`config.mk`:
```
export PLATFORM = sky130hd
export DESIGN_NAME = peer_record_table_oldest_replace
export DESIGN_NICKNAME = d
export VERILOG_FILES = /design/src/prt_pkg.sv /design/src/peer_record_table_oldest_replace.sv /design/src/prt_ram.sv /design/src/prt_out.sv /design/src/prt_ctrl.sv
export SDC_FILE = /design/constraint.sdc
export NUM_CORES = 2
export LEC_CHECK = 0
export ABC_AREA = 1
export BUFFER_PORTS_ARGS = -buffer_cell sky130_fd_sc_hd__buf_2
export CAP_MARGIN = 5
export CORE_MARGIN = 2
export CORE_UTILIZATION = 35
export DETAILED_ROUTE_END_ITERATION = 6
export GPL_ROUTABILITY_DRIVEN = 0
export PLACE_DENSITY = 0.56
export SLEW_MARGIN = 20
export SYNTH_ARGS = -nofsm -noshare
export SYNTH_HDL_FRONTEND = slang
export SYNTH_SLANG_ARGS = --single-unit
```
`constraint.sdc`:
```
create_clock -name clock -period 16.4 [get_ports clock]
set_clock_uncertainty 0.1 [all_clocks]
set_input_delay 2.46 -clock clock [delete_from_list [all_inputs] [get_ports clock]]
set_output_delay 2.46 -clock clock [all_outputs]
set_load 0.005 [all_outputs]
```
`src/prt_pkg.sv`:
```
package prt_pkg;

   // opcodes
   localparam logic OP_INSERT = 1'b0;
   localparam logic OP_QUERY  = 1'b1;

   // response status codes
   localparam logic [2:0] ST_UPDATED  = 3'd0;
   localparam logic [2:0] ST_APPENDED = 3'd1;
   localparam logic [2:0] ST_REPLACED = 3'd2;
   localparam logic [2:0] ST_HIT      = 3'd3;
   localparam logic [2:0] ST_MISS     = 3'd4;

   localparam logic signed [63:0] TIME_MIN = {1'b1, 63'd0};
   localparam logic signed [63:0] TIME_MAX = {1'b0, {63{1'b1}}};

   typedef struct packed {
      logic               opcode;
      logic [47:0]        device_address;
      logic [7:0]         address_type;
      logic signed [63:0] conn_time;
      logic [7:0]         peer_priority;
      logic signed [7:0]  signal_strength;
   } req_type;

   typedef struct packed {
      logic [2:0]         status;
      logic [3:0]         slot;
      logic signed [63:0] stored_time;
      logic [4:0]         record_count;
      logic [3:0]         oldest_slot_out;
   } rsp_type;

   // one table record as held in memory
   typedef struct packed {
      logic [55:0]        key;
      logic signed [63:0] rec_time;
      logic [7:0]         rec_priority;
      logic [7:0]         rec_rssi;
   } rec_type;

   localparam int REC_W = $bits(rec_type);

   // response load from sequencer to output stage
   typedef struct packed {
      logic    load;
      rsp_type data;
   } rsp_load_type;

endpackage

```
`src/peer_record_table_oldest_replace.sv`:
```
// peer record table: up to ENTRIES records keyed by {address type, 48-bit address}, each
// holding a signed 64-bit connection time, a priority and an rssi, all kept in one
// single-port-read, single-port-write memory with registered read data. an insert request
// first searches the valid slots in order for its key, one memory read per cycle; a hit
// rewrites that slot, a miss appends while there is room and otherwise overwrites the slot
// with the oldest time. after every insert a second pass over the valid slots finds the
// oldest time again (smallest signed value, lowest index on ties). a query request returns
// the stored time, or the most negative value with slot 0 on a miss, and leaves the table
// as it is. one request is in work at a time; an insert makes both the search pass and the
// oldest-time pass, a query only the search pass, and the two passes share the one memory
// read port. the response sits in an output register, so a new request is taken while
// the last response waits.
// the table starts empty after reset, no memory clearing is needed.
module peer_record_table_oldest_replace
   import prt_pkg::*;
#(
   parameter int ENTRIES = 16
) (
   input  logic    clock,
   input  logic    reset,
   // request channel
   input  logic    req_valid,
   output logic    req_stall,
   input  req_type req_data,
   // response channel
   output logic    rsp_valid,
   input  logic    rsp_stall,
   output rsp_type rsp_data
);

   localparam int IDX_W = $clog2(ENTRIES);

   // memory port signals
   logic             mem_wr_en;
   logic [IDX_W-1:0] mem_wr_addr;
   rec_type          mem_wr_data;
   logic [IDX_W-1:0] mem_rd_addr;
   logic [REC_W-1:0] mem_rd_raw;
   rec_type          mem_rd_data;

   // sequencer to output register
   rsp_load_type     out_load;
   logic             out_free;

   assign mem_rd_data = rec_type'(mem_rd_raw);

   // search, write and oldest-scan sequencer
   prt_ctrl #(
      .ENTRIES (ENTRIES)
   ) u_ctrl (
      .clock       (clock),
      .reset       (reset),
      .req_valid   (req_valid),
      .req_stall   (req_stall),
      .req_data    (req_data),
      .mem_wr_en   (mem_wr_en),
      .mem_wr_addr (mem_wr_addr),
      .mem_wr_data (mem_wr_data),
      .mem_rd_addr (mem_rd_addr),
      .mem_rd_data (mem_rd_data),
      .out_free    (out_free),
      .out_load    (out_load)
   );

   // record memory: key, time, priority and rssi per slot
   prt_ram #(
      .WIDTH (REC_W),
      .DEPTH (ENTRIES)
   ) u_rec_ram (
      .clock   (clock),
      .wr_en   (mem_wr_en),
      .wr_addr (mem_wr_addr),
      .wr_data (REC_W'(mem_wr_data)),
      .rd_addr (mem_rd_addr),
      .rd_data (mem_rd_raw)
   );

   // response register, decouples the sequencer from a stalled consumer
   prt_out u_out (
      .clock     (clock),
      .reset     (reset),
      .load_in   (out_load),
      .free      (out_free),
      .rsp_valid (rsp_valid),
      .rsp_stall (rsp_stall),
      .rsp_data  (rsp_data)
   );

endmodule

```
`src/prt_ram.sv`:
```
module prt_ram #(
   parameter int WIDTH = 8,
   parameter int DEPTH = 16
) (
   input  logic                     clock,
   input  logic                     wr_en,
   input  logic [$clog2(DEPTH)-1:0] wr_addr,
   input  logic [WIDTH-1:0]         wr_data,
   input  logic [$clog2(DEPTH)-1:0] rd_addr,
   output logic [WIDTH-1:0]         rd_data
);

   logic [WIDTH-1:0] mem_ff [DEPTH];
   logic [WIDTH-1:0] rd_data_ff;

   always_ff @(posedge clock) begin
      if (wr_en) begin
         mem_ff[wr_addr] <= wr_data;
      end
      rd_data_ff <= mem_ff[rd_addr];
   end

   assign rd_data = rd_data_ff;

endmodule

```
`src/prt_out.sv`:
```
module prt_out
   import prt_pkg::*;
(
   input  logic         clock,
   input  logic         reset,
   input  rsp_load_type load_in,
   output logic         free,
   output logic         rsp_valid,
   input  logic         rsp_stall,
   output rsp_type      rsp_data
);

   logic    valid_ff;
   rsp_type data_ff;

   assign free = !valid_ff || !rsp_stall;

   always_ff @(posedge clock) begin
      if (reset) begin
         valid_ff <= 1'b0;
      end else if (load_in.load) begin
         valid_ff <= 1'b1;
      end else if (!rsp_stall) begin
         valid_ff <= 1'b0;
      end
      if (load_in.load) begin
         data_ff <= load_in.data;
      end
   end

   assign rsp_valid = valid_ff;
   assign rsp_data  = data_ff;

endmodule

```
`src/prt_ctrl.sv`:
```
module prt_ctrl
   import prt_pkg::*;
#(
   parameter int ENTRIES = 16
) (
   input  logic                       clock,
   input  logic                       reset,
   input  logic                       req_valid,
   output logic                       req_stall,
   input  req_type                    req_data,
   output logic                       mem_wr_en,
   output logic [$clog2(ENTRIES)-1:0] mem_wr_addr,
   output rec_type                    mem_wr_data,
   output logic [$clog2(ENTRIES)-1:0] mem_rd_addr,
   input  rec_type                    mem_rd_data,
   input  logic                       out_free,
   output rsp_load_type               out_load
);

   localparam int IDX_W = $clog2(ENTRIES);
   localparam int CNT_W = $clog2(ENTRIES + 1);

   typedef enum logic [2:0] {
      S_IDLE,
      S_SEARCH,
      S_WRITE,
      S_SCAN,
      S_DONE
   } state_type;

   state_type          state_ff;
   req_type            req_ff;
   logic [CNT_W-1:0]   addr_ff;
   logic [IDX_W-1:0]   chk_ff;
   logic               chk_valid_ff;
   logic [CNT_W-1:0]   count_ff;
   logic [IDX_W-1:0]   oldest_ff;
   logic [IDX_W-1:0]   slot_ff;
   logic [2:0]         status_ff;
   logic signed [63:0] time_ff;
   logic signed [63:0] min_ff;
   logic [IDX_W-1:0]   best_ff;

   logic [55:0]        req_key;
   logic               issue;
   logic               key_match;
   logic               older;
   logic [IDX_W-1:0]   best_in;
   logic signed [63:0] min_in;

   assign req_key   = {req_ff.address_type, req_ff.device_address};
   assign issue     = addr_ff < count_ff;
   assign key_match = chk_valid_ff && (mem_rd_data.key == req_key);
   assign older     = chk_valid_ff && (mem_rd_data.rec_time < min_ff);
   assign best_in   = older ? chk_ff : best_ff;
   assign min_in    = older ? mem_rd_data.rec_time : min_ff;

   assign req_stall   = state_ff != S_IDLE;
   assign mem_rd_addr = addr_ff[IDX_W-1:0];
   assign mem_wr_en   = state_ff == S_WRITE;
   assign mem_wr_addr = slot_ff;
   assign mem_wr_data = '{key:          req_key,
                          rec_time:     req_ff.conn_time,
                          rec_priority: req_ff.peer_priority,
                          rec_rssi:     req_ff.signal_strength};

   assign out_load.load                 = (state_ff == S_DONE) && out_free;
   assign out_load.data.status          = status_ff;
   assign out_load.data.slot            = 4'(slot_ff);
   assign out_load.data.stored_time     = time_ff;
   assign out_load.data.record_count    = 5'(count_ff);
   assign out_load.data.oldest_slot_out = 4'(oldest_ff);

   always_ff @(posedge clock) begin
      if (reset) begin
         state_ff     <= S_IDLE;
         count_ff     <= '0;
         oldest_ff    <= '0;
         chk_valid_ff <= 1'b0;
         addr_ff      <= '0;
      end else begin
         unique case (state_ff)
            S_IDLE: begin
               if (req_valid) begin
                  req_ff       <= req_data;
                  addr_ff      <= '0;
                  chk_valid_ff <= 1'b0;
                  state_ff     <= S_SEARCH;
               end
            end
            S_SEARCH: begin
               if (key_match || !issue) begin
                  chk_valid_ff <= 1'b0;
                  if (req_ff.opcode == OP_QUERY) begin
                     status_ff <= key_match ? ST_HIT : ST_MISS;
                     slot_ff   <= key_match ? chk_ff : '0;
                     time_ff   <= key_match ? mem_rd_data.rec_time : TIME_MIN;
                     state_ff  <= S_DONE;
                  end else begin
                     time_ff  <= '0;
                     state_ff <= S_WRITE;
                     priority if (key_match) begin
                        status_ff <= ST_UPDATED;
                        slot_ff   <= chk_ff;
                     end else if (count_ff < CNT_W'(ENTRIES)) begin
                        status_ff <= ST_APPENDED;
                        slot_ff   <= count_ff[IDX_W-1:0];
                     end else begin
                        status_ff <= ST_REPLACED;
                        slot_ff   <= oldest_ff;
                     end
                  end
               end else begin
                  chk_ff       <= addr_ff[IDX_W-1:0];
                  chk_valid_ff <= 1'b1;
                  addr_ff      <= addr_ff + 1'b1;
               end
            end
            S_WRITE: begin
               if (status_ff == ST_APPENDED) begin
                  count_ff <= count_ff + 1'b1;
               end
               addr_ff      <= '0;
               chk_valid_ff <= 1'b0;
               min_ff       <= TIME_MAX;
               best_ff      <= '0;
               state_ff     <= S_SCAN;
            end
            S_SCAN: begin
               min_ff  <= min_in;
               best_ff <= best_in;
               if (issue) begin
                  chk_ff       <= addr_ff[IDX_W-1:0];
                  chk_valid_ff <= 1'b1;
                  addr_ff      <= addr_ff + 1'b1;
               end else begin
                  chk_valid_ff <= 1'b0;
                  oldest_ff    <= best_in;
                  state_ff     <= S_DONE;
               end
            end
            S_DONE: begin
               if (out_free) begin
                  state_ff <= S_IDLE;
               end
            end
            default: begin
               state_ff <= S_IDLE;
            end
         endcase
      end
   end

endmodule
```
==> summary.md <==
| Metric | Value |
|---|---|
| Area leader, netlist | `edfxtp_1` |
| Leading cell type in the layout, fill and taps excluded | `edfxtp_1` |
| Die area | `~270,000 sq um` |
| Synth Register Bits | `2,403` |
| Filler cell count | `23,800` |
| Critical Path AT | `a little over 5 ns` |
| CP Capture Type | `flop` |
| GRT overflow | `0` |
| H-tree Lvls | `5` |
| Post-Place Cells | `9,801` |
| Pins Over Slew Limit | `0` |
| Hold Crit Class | `flop to flop` |
| Pre-antenna DRT Iters | `6` |
| Cells after synthesis | `6,389` |
| CTS Buffer Depth | `4` |
| Post-CTS Resized | `0` |
| Share of cells above drive strength 1 | `between 10% and 20%` |
| Area Overhead vs Synth | `15.0%` |
| Total wire length | `246 mm` |
| Tmin final | `roughly 4.7 ns` |
| FP Rows | `187` |
| First-pass GRT wire length | `356 mm` |
| Initial antenna violation count | `22` |
| Post-DRT Antenna Nets | `0` |
| Die Wd | `approximately 520 um` |
| Max Cap Viol | `0` |
| Post-route cell area | `105,000 sq um` |
| DP Wirelength | `120 mm` |
| Setup crit start kind | `flop` |
| FFs w/ async S/R, synth | `0%` |
| Worst VDD drop | `between 0.09 and 0.1 mV` |
| Via count | `53,700` |
| EDFF count, synth | `2,264` |
| CP required | `16.80 ns` |
| YS warnings | `0` |
| Largest fanout on the critical path | `35` |
| IO Pins | `223` |
| Leakage Power | `34.3 nW` |
| Sequential element share of the synthesized area | `77.2%` |
| Status | `finished clean` |
| Main synth FF type | `edfxtp_1` |
| Final #Nets | `slightly below 7,000` |
| Most frequent cells in the layout | `edfxtp_1, nor2_1, o21ai_0` |
| Largest net degree at the start of global routing | `180` |
| Die H | `516 um` |
| Via-to-Cell Ratio | `around 5.2` |
| RSZ-0062 raised after global routing | `false` |
| Initial core utilization | `35.2%` |
| Final WS setup | `11.67 ns` |
| Post-synthesis cell area | `around 92,000 sq um` |
| Placement Cell Area | `approximately 97,000 sq um` |
| CP Class | `flop to flop` |
| Fmax | `0.211 GHz` |
| Pwr dens | `123 nW/um^2` |
| Yosys cell types | `46` |
| Fin cells | `10,300` |
| Vias in the first global route | `52,100` |
| Clock sinks | `2,403` |
| CTS Buf Count | `between 200 and 300` |
| Hold WS | `0.316 ns` |
| Setup Fix Bufs, Post-CTS | `0` |
| Final Setup Violations | `0` |
| Mean Syn Cell Area | `~14 sq um` |
| Net Count, Synth | `6,599` |
| Worst hold path depth | `0` |
| Residual DRC count | `0` |
| Clock root buffer master | `clkbuf_16` |
| Gr usage total | `18.1%` |
| Measured slew at the worst slew-check pin | `about 1.1 ns` |
| Flip-flop and latch area | `just over 70,000 sq um` |
| Area of the multi-input gates | `18,700 sq um` |
| Yosys top cell area share | `around three quarters` |
| Initial drt markers | `5,317` |
| CTS Hold Buffers Added | `0` |
| Final hold violation count | `0` |
| CORE AREA | `260,000 sq um` |
| FF-to-FF path depth | `14` |
| Worst skew pair latency | `0.91 ns` |
| Buffers on Ports | `206` |
| Area contributors post-synth | `edfxtp_1, nor2_1, dfxtp_1` |
| Slew headroom | `between 20% and 30%` |
| Wire per inst | `23.9 um` |
| Setup tns final | `0 ns` |
| Final Cycle Share | `28.9%` |
| Setup Slack @ Placement | `11.02 ns` |
| TritonCTS clock tree | `done` |
| CTS clk-pin slew, worst paths | `0.05 ns` |
[cells in the mapped netlist (2+ instances only)]
| cell | number |
|---|---|
| edfxtp_1 | 2264 |
| nor2_1 | 1199 |
| o21ai_0 | 506 |
| nand2_1 | 456 |
| o32ai_1 | 280 |
| clkbuf_1 | 276 |
| inv_1 | 235 |
| nand3_1 | 227 |
| mux2i_1 | 200 |
| o221ai_1 | 200 |
| dfxtp_1 | 139 |
| buf_2 | 79 |
| ha_1 | 69 |
| a21oi_1 | 50 |
| o211ai_1 | 42 |
| nand4_1 | 32 |
| buf_1 | 23 |
| nor3_1 | 19 |
| or2_2 | 14 |
| xor2_1 | 13 |
| nor4_1 | 12 |
| xnor2_1 | 9 |
| nor3b_1 | 7 |
| o21ai_1 | 4 |
| inv_2 | 3 |
| nand3b_1 | 3 |
| a211oi_1 | 2 |
| a21boi_0 | 2 |
| nand2_4 | 2 |
| nand3_2 | 2 |
| nor2_4 | 2 |
| nor3_2 | 2 |
| o2111ai_1 | 2 |
| or2_1 | 2 |
[worst max-delay path, cell delays in order, from the launching register on]
cell      delay [ns]
edfxtp_1        0.33
inv_1           0.05
ha_1            0.28
nand2_1         0.08
nor2_1          0.15
nand4_1         0.18
nor4_1          0.62
nand2_1         0.12
nand2_1         0.18
nand2_1         0.21
nand3_1         0.43
nand3_2         0.22
a21boi_4        0.19
buf_4           0.49
buf_4           0.65
[layer usage]
metal	global-route usage [%]	up-vias	wire, um	share of wire [%]
met1	23.7	27300	103000	42
met4	6.12	10	8020	3.3
li1	-	24300	-	-
met3	2.49	448	12800	5.2
met2	30.9	1602	122000	50
met5	0	-	74	0.030
[sequential cells by signal, indices dropped and copies added, names as in the netlist, 4 cells and up]
name and cells:
u_out.rsp_data 80, u_ctrl.min_ff 64, u_ctrl.mem_wr_data 120, u_ctrl.time_ff 64, u_ctrl.count_ff 5, u_rec_ram.rd_data 120
u_ctrl.best_ff 4, u_ctrl.chk_ff 4, u_rec_ram.mem_ff 1920, u_ctrl.mem_wr_addr 4, u_ctrl.addr_ff 5, u_ctrl.oldest_ff 4
[stage by stage]
stage	utilization, %	power (mW)
final	40.5	12.9
after global placement	37.1	7.11
after detailed placement	37.2	7.12
after CTS	40.5	13.0
after global routing	40.5	13.3
after floorplan	-	7.01
[path summary, 6_finish.rpt]
kind / startpoint / slack (ns) / endpoint
max reg2reg: u_ctrl.min_ff[31] / 11.67 / u_ctrl.min_ff[44]
min: u_ctrl.time_ff[32] / 0.32 / u_out.rsp_data[41]
min reg2reg: u_ctrl.time_ff[32] / 0.32 / u_out.rsp_data[41]
max: u_ctrl.min_ff[31] / 11.67 / u_ctrl.min_ff[44]
[cell families (layout without fill, tap and decap cells)]
group                    after synthesis  in the layout  synth area share [%]
adder cells (fa/ha/maj)               69             69                 0.942
buffers and inverters                618           1008                  2.64
other                                  0              4                     0
AND/OR/NAND/NOR                     1984           1984                  8.75
AO/OA/AOI/OAI                       1093           1093                  8.09
multiplexers                         200            200                  2.18
XOR/XNOR                              22             22                 0.210
flip-flops                          2403           2403                  77.2
[final cells by class]
class                           count  area share, %
Clock buffer                      372           7.35
Antenna cell                        4        0.00949
Clock inverter                    101          0.924
Tap cell                         3496           4.15
Timing Repair Buffer              296           1.86
Inverter                          239          0.870
Sequential cell                  2403           67.1
Multi-Input combinational cell   3368           17.7
[power breakdown]
| part | internal, mW | switching, mW | total [mW] |
|---|---|---|---|
| registers | 6.76 | 0.0769 | 6.83 |
| logic | 0.0387 | 0.111 | 0.150 |
| clock network | 3.58 | 2.35 | 5.93 |
Power figures use the tool's default switching activity.
